### src/rtl/lsel_pkg.sv
package lsel_pkg;

	// fixed field widths
	localparam int DIST_BITS   = 16;
	localparam int IDX_BITS    = 16;
	localparam int CNT_BITS    = 16;
	localparam int MAX_SAMPLES = 65535;
	localparam int PROD_BITS   = 2 * DIST_BITS;

	// configuration port
	localparam int ADDR_BITS = 4;
	localparam int DATA_BITS = 32;

	typedef logic [DIST_BITS-1:0] dist_t;
	typedef logic [IDX_BITS-1:0]  idx_t;
	typedef logic [1:0]           side_t;
	typedef logic [1:0]           mode_t;
	typedef logic [1:0]           reg_idx_t;

	// boundary line modes
	localparam mode_t MODE_VERT = 2'd0;
	localparam mode_t MODE_HORZ = 2'd1;
	localparam mode_t MODE_DIAG = 2'd2;

	// register indexes
	localparam reg_idx_t REG_MODE  = 2'd0;
	localparam reg_idx_t REG_XI    = 2'd1;
	localparam reg_idx_t REG_YI    = 2'd2;
	localparam reg_idx_t REG_COUNT = 2'd3;

	// side codes, two's complement
	localparam side_t SIDE_ZERO = 2'b00;
	localparam side_t SIDE_POS  = 2'b01;
	localparam side_t SIDE_NEG  = 2'b11;

endpackage

### src/rtl/lsel_row_if.sv
interface lsel_row_if import lsel_pkg::*; ();
	logic  valid;
	logic  ready;
	dist_t core_dist;
	dist_t accessory_dist;
	logic  restart;

	modport source (output valid, core_dist, accessory_dist, restart, input ready);
	modport sink (input valid, core_dist, accessory_dist, restart, output ready);
endinterface

### src/rtl/lsel_result_if.sv
interface lsel_result_if import lsel_pkg::*; ();
	logic  valid;
	logic  ready;
	idx_t  sample_a;
	idx_t  sample_b;
	side_t side;
	logic  is_edge;
	logic  last_pair;

	modport source (output valid, sample_a, sample_b, side, is_edge, last_pair, input ready);
	modport sink (input valid, sample_a, sample_b, side, is_edge, last_pair, output ready);
endinterface

### src/rtl/line_side_edge_lister.sv
// Classifies the rows of a condensed pairwise distance list against a boundary line.
// rows:     one beat per row: core_dist, accessory_dist and restart, which marks the
//           first row of a new list and sets the pair walk back to (0,1).
// verdicts: one beat per row: the pair (sample_a, sample_b) of that row, the side
//           sign (-1, 0, +1), is_edge (side value at or below zero) and last_pair.
// APB port: line_mode at 0x0, x_icpt at 0x4, y_icpt at 0x8, sample_count
//           at 0xC. Writes complete in the access cycle, pready is tied high.
// A rows beat reaches verdicts through a first and a second stage: the first runs
// the pair counters and the three 16x16 products of the diagonal test, the second
// adds and compares them into the output register. One row is taken every cycle while
// verdicts is ready. When verdicts stalls, both stages hold and rows.ready drops only
// once both are full, so a finished verdict waiting at the output still lets an empty
// first stage take a row. Reset clears both stages, sets the pair walk to (0,1) and
// loads the registers with diagonal mode, zero intercepts and a sample count of two.
// Program the registers only while no row is in flight.
module line_side_edge_lister import lsel_pkg::*; (
	input  logic                 clk,
	input  logic                 arst_n,
	lsel_row_if.sink             rows,
	lsel_result_if.source        verdicts,
	input  logic                 psel,
	input  logic                 penable,
	input  logic                 pwrite,
	input  logic [ADDR_BITS-1:0] paddr,
	input  logic [DATA_BITS-1:0] pwdata,
	output logic [DATA_BITS-1:0] prdata,
	output logic                 pready
);

	localparam logic [CNT_BITS-1:0] CNT_MIN = CNT_BITS'(2);
	localparam logic [CNT_BITS-1:0] CNT_MAX = CNT_BITS'(MAX_SAMPLES);

	// configuration registers
	mode_t               line_mode_q;
	dist_t               x_icpt_q;
	dist_t               y_icpt_q;
	logic [CNT_BITS-1:0] sample_count_q;

	// pair walk
	idx_t row_q;
	idx_t col_q;

	// first stage
	logic                 v_s1;
	idx_t                 row_s1;
	idx_t                 col_s1;
	logic                 last_s1;
	logic                 diag_s1;
	side_t                axis_side_s1;
	logic [PROD_BITS-1:0] p1_s1;
	logic [PROD_BITS-1:0] p2_s1;
	logic [PROD_BITS-1:0] pxy_s1;

	// output stage
	logic  v_s2;
	idx_t  row_s2;
	idx_t  col_s2;
	side_t side_s2;
	logic  last_s2;

	logic                 take;
	logic                 adv_s1;
	logic                 s2_free;
	logic [CNT_BITS-1:0]  n_eff;
	idx_t                 cur_row;
	idx_t                 cur_col;
	logic                 col_end;
	logic                 row_end;
	logic                 last_now;
	side_t                axis_side;
	logic [PROD_BITS:0]   diag_sum;
	side_t                diag_side;

	function automatic side_t cmp_sign(input logic [PROD_BITS:0] a, input logic [PROD_BITS:0] b);
		side_t s;
		if (a > b)
			s = SIDE_POS;
		else if (a < b)
			s = SIDE_NEG;
		else
			s = SIDE_ZERO;
		return s;
	endfunction

	// ---------------------------------------------------------------- APB
	assign pready = 1'b1;

	always_ff @(posedge clk or negedge arst_n) begin
		if (!arst_n) begin
			line_mode_q    <= MODE_DIAG;
			x_icpt_q       <= '0;
			y_icpt_q       <= '0;
			sample_count_q <= CNT_MIN;
		end else if (psel && penable && pwrite) begin
			unique case (reg_idx_t'(paddr[3:2]))
				REG_MODE:  line_mode_q    <= pwdata[1:0];
				REG_XI:    x_icpt_q       <= pwdata[DIST_BITS-1:0];
				REG_YI:    y_icpt_q       <= pwdata[DIST_BITS-1:0];
				REG_COUNT: sample_count_q <= pwdata[CNT_BITS-1:0];
				default: ;
			endcase
		end
	end

	always_comb begin
		unique case (reg_idx_t'(paddr[3:2]))
			REG_MODE:  prdata = DATA_BITS'(line_mode_q);
			REG_XI:    prdata = DATA_BITS'(x_icpt_q);
			REG_YI:    prdata = DATA_BITS'(y_icpt_q);
			REG_COUNT: prdata = DATA_BITS'(sample_count_q);
			default:   prdata = '0;
		endcase
	end

	// ---------------------------------------------------------------- handshake
	// Each stage moves when it is empty or the one after it moves.
	assign s2_free    = !v_s2 || verdicts.ready;
	assign adv_s1     = v_s1 && s2_free;
	assign rows.ready = !v_s1 || s2_free;
	assign take       = rows.valid && rows.ready;

	// ---------------------------------------------------------------- pair walk
	// Clamp the count into the legal range of the walk.
	always_comb begin
		if (sample_count_q < CNT_MIN)
			n_eff = CNT_MIN;
		else if ({1'b0, sample_count_q} > (CNT_BITS+1)'(MAX_SAMPLES))
			n_eff = CNT_MAX;
		else
			n_eff = sample_count_q;
	end

	assign cur_row  = rows.restart ? '0 : row_q;
	assign cur_col  = rows.restart ? IDX_BITS'(1) : col_q;
	assign col_end  = ({1'b0, cur_col} + (IDX_BITS+1)'(1)) >= (IDX_BITS+1)'(n_eff);
	assign row_end  = ({1'b0, cur_row} + (IDX_BITS+1)'(2)) >= (IDX_BITS+1)'(n_eff);
	assign last_now = col_end && row_end;

	always_ff @(posedge clk or negedge arst_n) begin
		if (!arst_n) begin
			row_q <= '0;
			col_q <= IDX_BITS'(1);
		end else if (take) begin
			if (last_now) begin
				// wrap to the first pair
				row_q <= '0;
				col_q <= IDX_BITS'(1);
			end else if (!col_end) begin
				row_q <= cur_row;
				col_q <= cur_col + IDX_BITS'(1);
			end else begin
				// row done: move to (i+1, i+2)
				row_q <= cur_row + IDX_BITS'(1);
				col_q <= cur_row + IDX_BITS'(2);
			end
		end
	end

	// ---------------------------------------------------------------- stage 1
	always_comb begin
		case (line_mode_q)
			MODE_VERT: axis_side = cmp_sign((PROD_BITS+1)'(rows.core_dist),
				(PROD_BITS+1)'(x_icpt_q));
			MODE_HORZ: axis_side = cmp_sign((PROD_BITS+1)'(rows.accessory_dist),
				(PROD_BITS+1)'(y_icpt_q));
			default:   axis_side = SIDE_ZERO;
		endcase
	end

	always_ff @(posedge clk or negedge arst_n) begin
		if (!arst_n)
			v_s1 <= 1'b0;
		else if (rows.ready)
			v_s1 <= rows.valid;
	end

	always_ff @(posedge clk) begin
		if (take) begin
			row_s1       <= cur_row;
			col_s1       <= cur_col;
			last_s1      <= last_now;
			diag_s1      <= (line_mode_q == MODE_DIAG);
			axis_side_s1 <= axis_side;
			p1_s1        <= PROD_BITS'(rows.accessory_dist) * PROD_BITS'(x_icpt_q);
			p2_s1        <= PROD_BITS'(rows.core_dist) * PROD_BITS'(y_icpt_q);
			pxy_s1       <= PROD_BITS'(x_icpt_q) * PROD_BITS'(y_icpt_q);
		end
	end

	// ---------------------------------------------------------------- stage 2
	// Diagonal side value: y0*xi + x0*yi - xi*yi, taken as a compare of the sum.
	assign diag_sum  = {1'b0, p1_s1} + {1'b0, p2_s1};
	assign diag_side = cmp_sign(diag_sum, {1'b0, pxy_s1});

	always_ff @(posedge clk or negedge arst_n) begin
		if (!arst_n)
			v_s2 <= 1'b0;
		else if (s2_free)
			v_s2 <= v_s1;
	end

	always_ff @(posedge clk) begin
		if (adv_s1) begin
			row_s2  <= row_s1;
			col_s2  <= col_s1;
			last_s2 <= last_s1;
			side_s2 <= diag_s1 ? diag_side : axis_side_s1;
		end
	end

	assign verdicts.valid     = v_s2;
	assign verdicts.sample_a  = row_s2;
	assign verdicts.sample_b  = col_s2;
	assign verdicts.side      = side_s2;
	assign verdicts.is_edge   = (side_s2 != SIDE_POS);
	assign verdicts.last_pair = last_s2;

	// ---------------------------------------------------------------- checks
	a_walk_ordered: assert property (@(posedge clk) disable iff (!arst_n)
		row_q < col_q)
		else $error("pair walk lost i < j");

	a_wrap_after_last: assert property (@(posedge clk) disable iff (!arst_n)
		take && last_now |=> row_q == '0 && col_q == IDX_BITS'(1))
		else $error("pair walk did not wrap after the final pair");

	a_side_code: assert property (@(posedge clk) disable iff (!arst_n)
		v_s2 |-> side_s2 == SIDE_POS || side_s2 == SIDE_ZERO || side_s2 == SIDE_NEG)
		else $error("illegal side code at the output");

	a_ready_when_room: assert property (@(posedge clk) disable iff (!arst_n)
		!v_s1 || !v_s2 |-> rows.ready)
		else $error("input stalled with room in the pipeline");

	a_hold_on_stall: assert property (@(posedge clk) disable iff (!arst_n)
		v_s1 && v_s2 && !verdicts.ready |=> v_s1 && v_s2)
		else $error("pipeline dropped a beat under backpressure");

endmodule
### src/flat_wrapper.sv
// flat-port wrapper written by rule: the top's interface ports become plain ports
module line_side_edge_lister_flat import lsel_pkg::*;
  (clk, arst_n, psel, penable, pwrite, paddr, pwdata, prdata, pready, rows_valid, rows_core_dist, rows_accessory_dist, rows_restart, rows_ready, verdicts_valid, verdicts_sample_a, verdicts_sample_b, verdicts_side, verdicts_is_edge, verdicts_last_pair, verdicts_ready);
  lsel_row_if rows_i ();
  lsel_result_if verdicts_i ();
  input  logic clk;
  input  logic arst_n;
  input  logic psel;
  input  logic penable;
  input  logic pwrite;
  input  logic [ADDR_BITS-1:0] paddr;
  input  logic [DATA_BITS-1:0] pwdata;
  output logic [DATA_BITS-1:0] prdata;
  output logic pready;
  input wire logic [$bits(rows_i.valid)-1:0] rows_valid;
  input wire logic [$bits(rows_i.core_dist)-1:0] rows_core_dist;
  input wire logic [$bits(rows_i.accessory_dist)-1:0] rows_accessory_dist;
  input wire logic [$bits(rows_i.restart)-1:0] rows_restart;
  output wire logic [$bits(rows_i.ready)-1:0] rows_ready;
  output wire logic [$bits(verdicts_i.valid)-1:0] verdicts_valid;
  output wire logic [$bits(verdicts_i.sample_a)-1:0] verdicts_sample_a;
  output wire logic [$bits(verdicts_i.sample_b)-1:0] verdicts_sample_b;
  output wire logic [$bits(verdicts_i.side)-1:0] verdicts_side;
  output wire logic [$bits(verdicts_i.is_edge)-1:0] verdicts_is_edge;
  output wire logic [$bits(verdicts_i.last_pair)-1:0] verdicts_last_pair;
  input wire logic [$bits(verdicts_i.ready)-1:0] verdicts_ready;
  assign rows_i.valid = rows_valid;
  assign rows_i.core_dist = rows_core_dist;
  assign rows_i.accessory_dist = rows_accessory_dist;
  assign rows_i.restart = rows_restart;
  assign rows_ready = rows_i.ready;
  assign verdicts_valid = verdicts_i.valid;
  assign verdicts_sample_a = verdicts_i.sample_a;
  assign verdicts_sample_b = verdicts_i.sample_b;
  assign verdicts_side = verdicts_i.side;
  assign verdicts_is_edge = verdicts_i.is_edge;
  assign verdicts_last_pair = verdicts_i.last_pair;
  assign verdicts_i.ready = verdicts_ready;
  line_side_edge_lister u_core (.clk(clk), .arst_n(arst_n), .rows(rows_i), .verdicts(verdicts_i), .psel(psel), .penable(penable), .pwrite(pwrite), .paddr(paddr), .pwdata(pwdata), .prdata(prdata), .pready(pready));
endmodule
### config.mk
export PLATFORM = sky130hd
export DESIGN_NAME = line_side_edge_lister_flat
export DESIGN_NICKNAME = d
export VERILOG_FILES = /design/src/rtl/lsel_pkg.sv /design/src/rtl/lsel_row_if.sv /design/src/rtl/lsel_result_if.sv /design/src/rtl/line_side_edge_lister.sv /design/src/flat_wrapper.sv
export SDC_FILE = /design/constraint.sdc
export NUM_CORES = 2
export LEC_CHECK = 0
export BUFFER_PORTS_ARGS = -buffer_cell sky130_fd_sc_hd__buf_2
export CAP_MARGIN = 20
export CORE_MARGIN = 2
export CORE_UTILIZATION = 55
export DETAILED_ROUTE_END_ITERATION = 12
export PLACE_DENSITY = 0.75
export SYNTH_ARGS = -nofsm -noshare
export SYNTH_HDL_FRONTEND = slang
export SYNTH_SLANG_ARGS = --single-unit
export TNS_END_PERCENT = 1
### constraint.sdc
create_clock -name clk -period 6.05 [get_ports clk]
set_input_delay 1.21 -clock clk [delete_from_list [all_inputs] [get_ports clk]]
set_output_delay 1.21 -clock clk [all_outputs]
set_load 0.01 [all_outputs]
==> metrics.md <==
| Metric | Value |
|---|---|
| Vias per inst | 5.53 |
| Die width | 268 um |
| # IOs | 147 |
| Critical path arrival | 6.76 ns |
| Avg Inst Size Synth | 9.35 sq um |
| Post-DRT Antenna Nets | 0 |
| Most frequent cells in the layout | inv_1 (765), fa_1 (581), nand2_1 (540) |
| Largest net degree at the start of global routing | 140 |
| CP dominant cell by count | fa_1 |
| Final HPWL DP | 83,100 um |
| Element type at the critical path end | flop |
| Final std cells w/o fill | 5,422 |
| CTS Buf Count | 28 |
| Hold Fails Final Rpt | 0 |
| Input/output buffers | 111 |
| Worst setup margin | -0.385 ns |
| Gr usage total | 0.292 |
| CTS H-tree lvls | 1 |
| Area Overhead vs Synth | 14.2% |
| Nets@finish | 5,570 |
| Top post-synthesis cells by area | fa_1 (30%), ha_1 (14%), edfxtp_1 (13%) |
| Distinct cells, synth | 84 |
| Outcome | finished, violations left |
| Post-synth ARST share | 0.335 |
| CTS tree | yes |
| Drt pass-1 iters | 6 |
| Commonest non-fill, non-tap cell in the layout | inv_1 |
| Ys flop type | edfxtp_1 |
| Max_cap viols | 0 |
| Met2 Use GR | 0.485 |
| First DRT Iteration DRCs | 2,385 |
| R2R cell count | 24 |
| Crit path kind | in -> reg |
| Layout cells sized above 1 | 0.147 |
| Die H | 268 um |
| Critical path's top delay family | adder cells |
| Seq cells post-synth | 251 |
| Via count | 30,000 |
| CTS Buffer Depth | 3 |
| Global route total overflow | 0 |
| Grt peak-use layer | met2 |
| Core area | 0.0688 sq mm |
| Gate Count Post-Synth | 4,099 |
| Startpoint types | input port |
| Synth warnings | 0 |
| DP Cell Count | 5,366 |
| Slew Limit Fails | 0 |
| Crit-path max cell delay | 0.54 ns |
| Worst reg2reg setup slack | -0.35 ns |
| CP Buf/Inv Count | 5 |
| GR Util met3 | 0.0370 |
| Min Tclk post-route | 6.43 ns |
| Initial antenna violation count | 2 |
| Largest area contributor in the netlist | fa_1 |
| Setup Viol. Count Final | 29 |
| Number of flops mapped to enable cells by yosys | 167 |
| Failing checks | negative setup slack |
| Site row count | 96 |
| Initial Util | 0.557 |
| Slew HR | 0.235 |
| Final cycle utilization of the critical path | 1.06 |
| Clock sink count | 251 |
| Register area share after synthesis | 0.186 |
| Slew @ Worst Pin | 1.14 ns |
| Clk_skew | 0.0193 ns |
| Syn Std Cell Area | 0.0383 sq mm |
| Met1 Use GR | 0.378 |
| Die area | 0.0718 sq mm |
| Via count of the first global-routing pass | 31,100 |
| Average wire per standard cell | 18.7 um |
| Util after Layout | 0.636 |
| Worst hold path class | reg -> reg |
| Hold Path Cell Cnt | 0 |
| FILL cells | 5,534 |
| Crit path depth | 23 |
| Routability cong. | 0.955 |
| CP Cell Sequence | buf_4 -> and2_4 -> fa_1 -> inv_1 -> fa_1 -> fa_1 -> fa_1 -> inv_1 -> fa_1 -> inv_1 -> fa_1 -> inv_2 -> ha_4 -> a21o_1 -> a21o_1 -> a21oi_2 -> o32ai_1 -> a2111oi_1 -> a21oi_1 -> o31a_1 -> a41oi_2 -> a21oi_1 -> xor2_1 |
| RSZ-0062 raised after global routing | true |
| Top cell type's share of synthesized area | 0.304 |
| CTS root buffer | clkbuf_16 |
| Routed WL | 101,000 um |
| Slowest cell on the critical path | fa_1 |
| F_max | 0.155 GHz |
| DR DRC count | 0 |
| Skew-Pair Late Insertion Delay | 0.59 ns |
| First-pass GRT wire length | 164,000 um |
| WP data required | 6.37 ns |
| Clock slew at reported path FFs | 0.06 ns |
| Critical path fanouts, max | 5 |
-- Yosys cell counts, drive strengths merged (4+ instances only) --
cell type,instances
inv,772
fa,583
nand2,541
ha,443
nor2,232
and2,230
edfxtp,167
clkbuf,150
a21oi,130
o21ai,120
xnor2,103
dfrtp,81
a21o,69
nor2b,47
xor2,37
nand2b,32
nand3,30
nand4,30
buf,25
mux2,20
o21a,20
a22o,19
o21bai,18
o31ai,17
nor3,16
and3,15
a211oi,13
clkinv,13
a221oi,11
a31oi,10
o211ai,9
o41ai,7
or3,7
a2111oi,6
or2,6
a41oi,5
nor4,5
o31a,5
a211o,4
and4,4
o22ai,4
-- state kept, by name, indices dropped and copies added, names as in the netlist, 2 cells and up --
name	count
u_core.p1_s1	32
u_core.p2_s1	32
u_core.pxy_s1	32
u_core.col_q	16
u_core.col_s1	16
u_core.row_q	16
u_core.row_s1	16
u_core.sample_count_q	16
u_core.verdicts.sample_a	16
u_core.verdicts.sample_b	16
u_core.x_icpt_q	16
u_core.y_icpt_q	16
u_core.axis_side_s1	2
u_core.line_mode_q	2
u_core.verdicts.side	2
-- metrics by stage --
stage               worst slack [ns]  cell area (sq um)  hold WS, ns  TNS [ns]
floorplan                     -0.575              38500        0.400    -11.64
global placement               -1.02              42500        0.402    -24.94
detailed placement             -1.06              42500        0.405    -27.90
CTS                           -0.353              43700        0.419     -5.00
global route                  -0.661              43800        0.426    -13.58
finish                        -0.385              43800        0.418     -5.49
-- repair_timing --
action | in CTS | in global routing
endpoints found under the setup margin | 32 | 43
hold buffers | 0 | 0
setup buffers | 2 | 0
resized for setup | 45 | 27
pin swaps | 16 | 11
-- logic make-up after synthesis --
| kind of cell | Yosys count | share of synthesized area |
|---|---|---|
| compound gates | 490 | 0.0836 |
| other cells | 2 | 0.000196 |
| buf+inv | 960 | 0.0958 |
| fa+ha+maj | 1026 | 0.449 |
| xor+xnor | 140 | 0.0320 |
| flops | 251 | 0.186 |
| mux | 23 | 0.00731 |
| simple gates | 1207 | 0.146 |
-- final timing paths --
path / endpoint / start
setup / recovery: u_core.p2_s1[30] / rows_core_dist[5]
hold / removal: u_core.verdicts.sample_b[11] / u_core.col_s1[11]
setup reg to reg: u_core.pxy_s1[30] / u_core.y_icpt_q[4]
hold reg to reg: u_core.verdicts.sample_b[11] / u_core.col_s1[11]
max in group asynchronous: u_core.y_icpt_q[10] / arst_n
min in group asynchronous: u_core.row_q[3] / arst_n
-- cell type report --
cell class / instances / area (sq um) / area share
inverters: 785 / 2960 / 0.0675
clock inverters: 12 / 105 / 0.00240
flip-flops and latches: 251 / 7130 / 0.163
repair buffers: 499 / 3640 / 0.0832
well taps: 931 / 1160 / 0.0266
multi-input cells: 2903 / 27900 / 0.638
clock buffers: 40 / 860 / 0.0196
diodes: 1 / 2.50 / 0.0000572
-- layer usage --
metal | up-vias | share of wire
met3 | 290 | 0.069
met5 | - | 0.00021
met2 | 1123 | 0.48
met1 | 14900 | 0.39
li1 | 13600 | -
met4 | 4 | 0.061
Power is left out: the tool's default activity adds up to more than one toggle a clock period on the data nets, which glitch-free logic cannot reach.
